==> src/sv/fpa_ram.sv <==
// Simple dual-port synchronous RAM with a registered read port.
module fpa_ram #(
    parameter int WIDTH = 16,
    parameter int DEPTH = 256,
    parameter int AW    = 8
) (
    input  logic             aclk,
    input  logic             wr_en,
    input  logic [AW-1:0]    wr_addr,
    input  logic [WIDTH-1:0] wr_data,
    input  logic [AW-1:0]    rd_addr,
    output logic [WIDTH-1:0] rd_data
);

    logic [WIDTH-1:0] mem [DEPTH];

    always_ff @(posedge aclk) begin
        if (wr_en) begin
            mem[wr_addr] <= wr_data;
        end
        rd_data <= mem[rd_addr];
    end

endmodule

==> config.mk <==
export PLATFORM = sky130hd
export DESIGN_NAME = fpa_ram
export DESIGN_NICKNAME = d
export VERILOG_FILES = /design/src/sv/fpa_ram.sv
export SDC_FILE = /design/constraint.sdc
export NUM_CORES = 2
export LEC_CHECK = 0
export ABC_CLOCK_PERIOD_IN_PS = 6600
export BUFFER_PORTS_ARGS = -buffer_cell sky130_fd_sc_hd__buf_2
export CAP_MARGIN = 5
export CORE_ASPECT_RATIO = 1.2
export CORE_UTILIZATION = 30
export DETAILED_ROUTE_END_ITERATION = 16
export PLACE_DENSITY_LB_ADDON = 0.05
export SLEW_MARGIN = 20
export SYNTH_ARGS = -nofsm -noshare
export SYNTH_HDL_FRONTEND = slang
export SYNTH_SLANG_ARGS = --single-unit
==> constraint.sdc <==
create_clock -name aclk -period 6.6 [get_ports aclk]
set_input_delay 1.32 -clock aclk [delete_from_list [all_inputs] [get_ports aclk]]
set_output_delay 1.32 -clock aclk [all_outputs]
set_load 0.02 [all_outputs]
==> metrics.txt <==
peak supply drop roughly 0.00021 V; clk_skew 0.0532 ns; DRT Pass-1 Iters 6; Synthesized Nets ~7400; Hold WC Path Type in -> reg; dpl cell area 170000 µm²; Logic pwr share under 10%; first-pass GRT wire length 718000 µm; clk root buf clkbuf_16; asr flop ratio synth 0%; clock power share ~44%; H-Tree Depth 5; starting density of the core 30.1%; ratio of cells with drive above 1 in the final layout a little over a quarter; setup tns final 0 ns; antenna-violating nets left 0; Synth Flop Type edfxtp_1; Setup CP Type in -> reg; register share of total power between 50% and 60%; status finished, final reports clean; Top-Level Pins 50; Gate Count Post-Synth 7360; CP startpoint kind input port; clock slew at reported path FFs roughly 0.06 ns; Routed WL per cell between 30 and 40 µm; Finished Cell Area 185000 µm²; final wirelength approximately 530000 µm; syn avg cell area around 22 µm²; FMAX 0.219 GHz; Post-CTS Hold Buffers 0; Die X ~670 µm; worst rel slew slack between 15 and 20%; Overflow after GRT 0; FF+latch count, synth slightly above 4000; All-Layer GR Usage about a fifth; vias in the first global route 80500; clk sinks about 4100; CP max FO 53; via count 78000; pin count of the biggest net entering global routing about 140; Post-synth EDFFs between 4000 and 5000; Worst Tran Pin Value between 1 and 1.5 ns; worst-skew pair later-pin latency 1.03 ns; Syn. warnings 0; min Tclk post-route ~4.6 ns; CTS tree yes; max-cap violation count 0; Netlist cell types 52; Fillers 49200; internal power approximately 44 mW; Post-Syn Area between 150000 and 200000 µm²; post_cts resized 0; Max Buffers Root-to-Sink 4; required time worst endpoint around 7.5 ns; Iter 0 DRT Violations just over 7000; RSZ-0062 raised after global routing no; final setup fails 0; Crit. End Element register; die area 532000 µm²; Switch Pwr approximately 13 mW; sequential cell area fraction in the yosys report around 78%; Period Utilization, post-route between 60% and 70%; row cnt ~290; vias per cell slightly above 5; Die Y approximately 800 µm; routability-driven placement congestion ratio a little under 0.8; Nets 7938; total CTS buffers ~450; area of the multi-input gates about 34000 µm²; drt drc 0; Core Box Area 527000 µm²; I/O Buffers 49; max-slew violations 0; Detail Placement HPWL ~320000 µm; Post-CTS Setup Inserts 0; arrival time worst endpoint approximately 5.4 ns; PwrDens 308 nW/µm²; switching portion of total power 22.4%; Area Growth Syn to Fin 16.6%; Hold Fails Final Rpt 0; initial antenna violation count 43; Register Area about 120000 µm²; leakage 57.7 nW
-- cell usage in the layout (no fill, tap or decap), drive strengths merged, types with 5 or more instances in the layout --
cell      instances
edfxtp         4096
mux4            797
mux2i           565
clkbuf          562
buf             542
nor2            304
o221ai          253
clkinv          216
a21oi           175
o22ai           148
nor3             92
mux2             88
a22oi            43
bufinv           42
nand2            38
o21ai            38
nand3            35
a22o             32
a221oi           28
nand4            26
o32ai            21
a211oi           18
nor4             18
dfxtp            16
o31ai            16
clkinvlp         14
inv              14
diode            13
and3             11
nor2b             9
a2111oi           6
a31oi             6
or2               5
-- sequential cells by signal, indices dropped and copies added, names as in the netlist --
signal	flops
mem	4096
rd_data	16
-- power by group through the flow --
stage,clock (mW),combinational [mW],sequential [mW]
6_report,25.1,2.98,28.9
3_3_place_gp,0,3.05,29.4
4_1_cts,25.8,3.08,28.9
5_1_grt,26.7,3.16,28.9
3_5_place_dp,0,3.08,29.4
2_1_floorplan,0,1.42,29.4
-- routing by layer --
| metal | global-route usage, % | share of wire [%] | up-vias |
|---|---|---|---|
| li1 | - | - | 32500 |
| met1 | 26.6 | 43 | 43000 |
| met2 | 33.4 | 50 | 2019 |
| met3 | 2.88 | 4.8 | 509 |
| met4 | 3.98 | 2.0 | 6 |
| met5 | 0 | 0.0089 | - |
-- layout make-up --
type                       instances  share of cell area [%]
timing repair buffer             542                    2.61
clock buffer                     562                    6.45
sequential                      4112                    66.6
multi-input combinational       2792                    18.1
tap                             7056                    4.77
inverter                           4                  0.0149
antenna                           13                  0.0176
clock inverter                   282                    1.39
-- synthesized netlist by cell type, types with 16 or more instances --
cell	number	area, µm²
a22o_1	32	280
mux2_2	88	991
o21ai_0	37	185
nor4_1	17	106
o22ai_1	148	926
clkbuf_1	230	863
a221oi_1	28	245
edfxtp_1	4096	123000
nand4_1	26	163
nor3_1	92	460
o221ai_1	252	2210
a22oi_1	43	323
nand3_1	35	175
nor2_1	304	1140
buf_2	76	380
o31ai_1	16	120
mux4_2	797	17900
buf_1	27	101
nand2_1	38	143
buf_4	26	195
buf_6	77	867
a211oi_1	18	135
o32ai_1	20	175
mux2i_1	565	5660
a21oi_1	175	876
dfxtp_1	16	320
-- kinds of logic (layout without fill, tap and decap cells) --
| logic type | after synthesis | after routing | synth area share [%] |
|---|---|---|---|
| flops | 4112 | 4112 | 77.7 |
| other cells | 0 | 13 | 0 |
| compound gates | 786 | 786 | 3.54 |
| buf+inv | 456 | 1390 | 1.69 |
| mux | 1450 | 1450 | 15.5 |
| simple gates | 556 | 556 | 1.57 |
-- through the flow --
step	util [%]	power (mW)	cells	worst slack, ns	hold slack (ns)
detailed placement	32.4	32.5	14500	0.866	1.07
global placement	32.3	32.5	14500	0.0673	1.10
CTS	35.1	57.8	15400	2.01	0.634
finish	35.1	56.9	15400	2.04	0.708
global route	35.1	58.7	15400	2.04	0.677
floorplan	-	30.8	7360	3.12	0.854
-- critical path, cell delays in order --
cell	delay, ns
buf_12	0.36
buf_4	0.33
buf_12	0.21
mux4_2	0.53
mux2_2	0.28
a221oi_1	0.69
o31ai_1	0.40
buf_4	0.25
o32ai_1	0.43
buf_4	0.27
nor4_1	0.06
-- final timing paths --
kind	slack [ns]	start	depth (start not counted)	to
hold / removal	0.71	wr_data[10]	1	mem[14][10]$_DFFE_PP_
hold reg to reg	1.11	mem[194][13]$_DFFE_PP_	6	rd_data[13]$_DFF_P_
setup / recovery	2.04	rd_addr[0]	11	rd_data[9]$_DFF_P_
setup reg to reg	3.12	mem[138][9]$_DFFE_PP_	8	rd_data[9]$_DFF_P_
(Power assumes the default switching activity.)
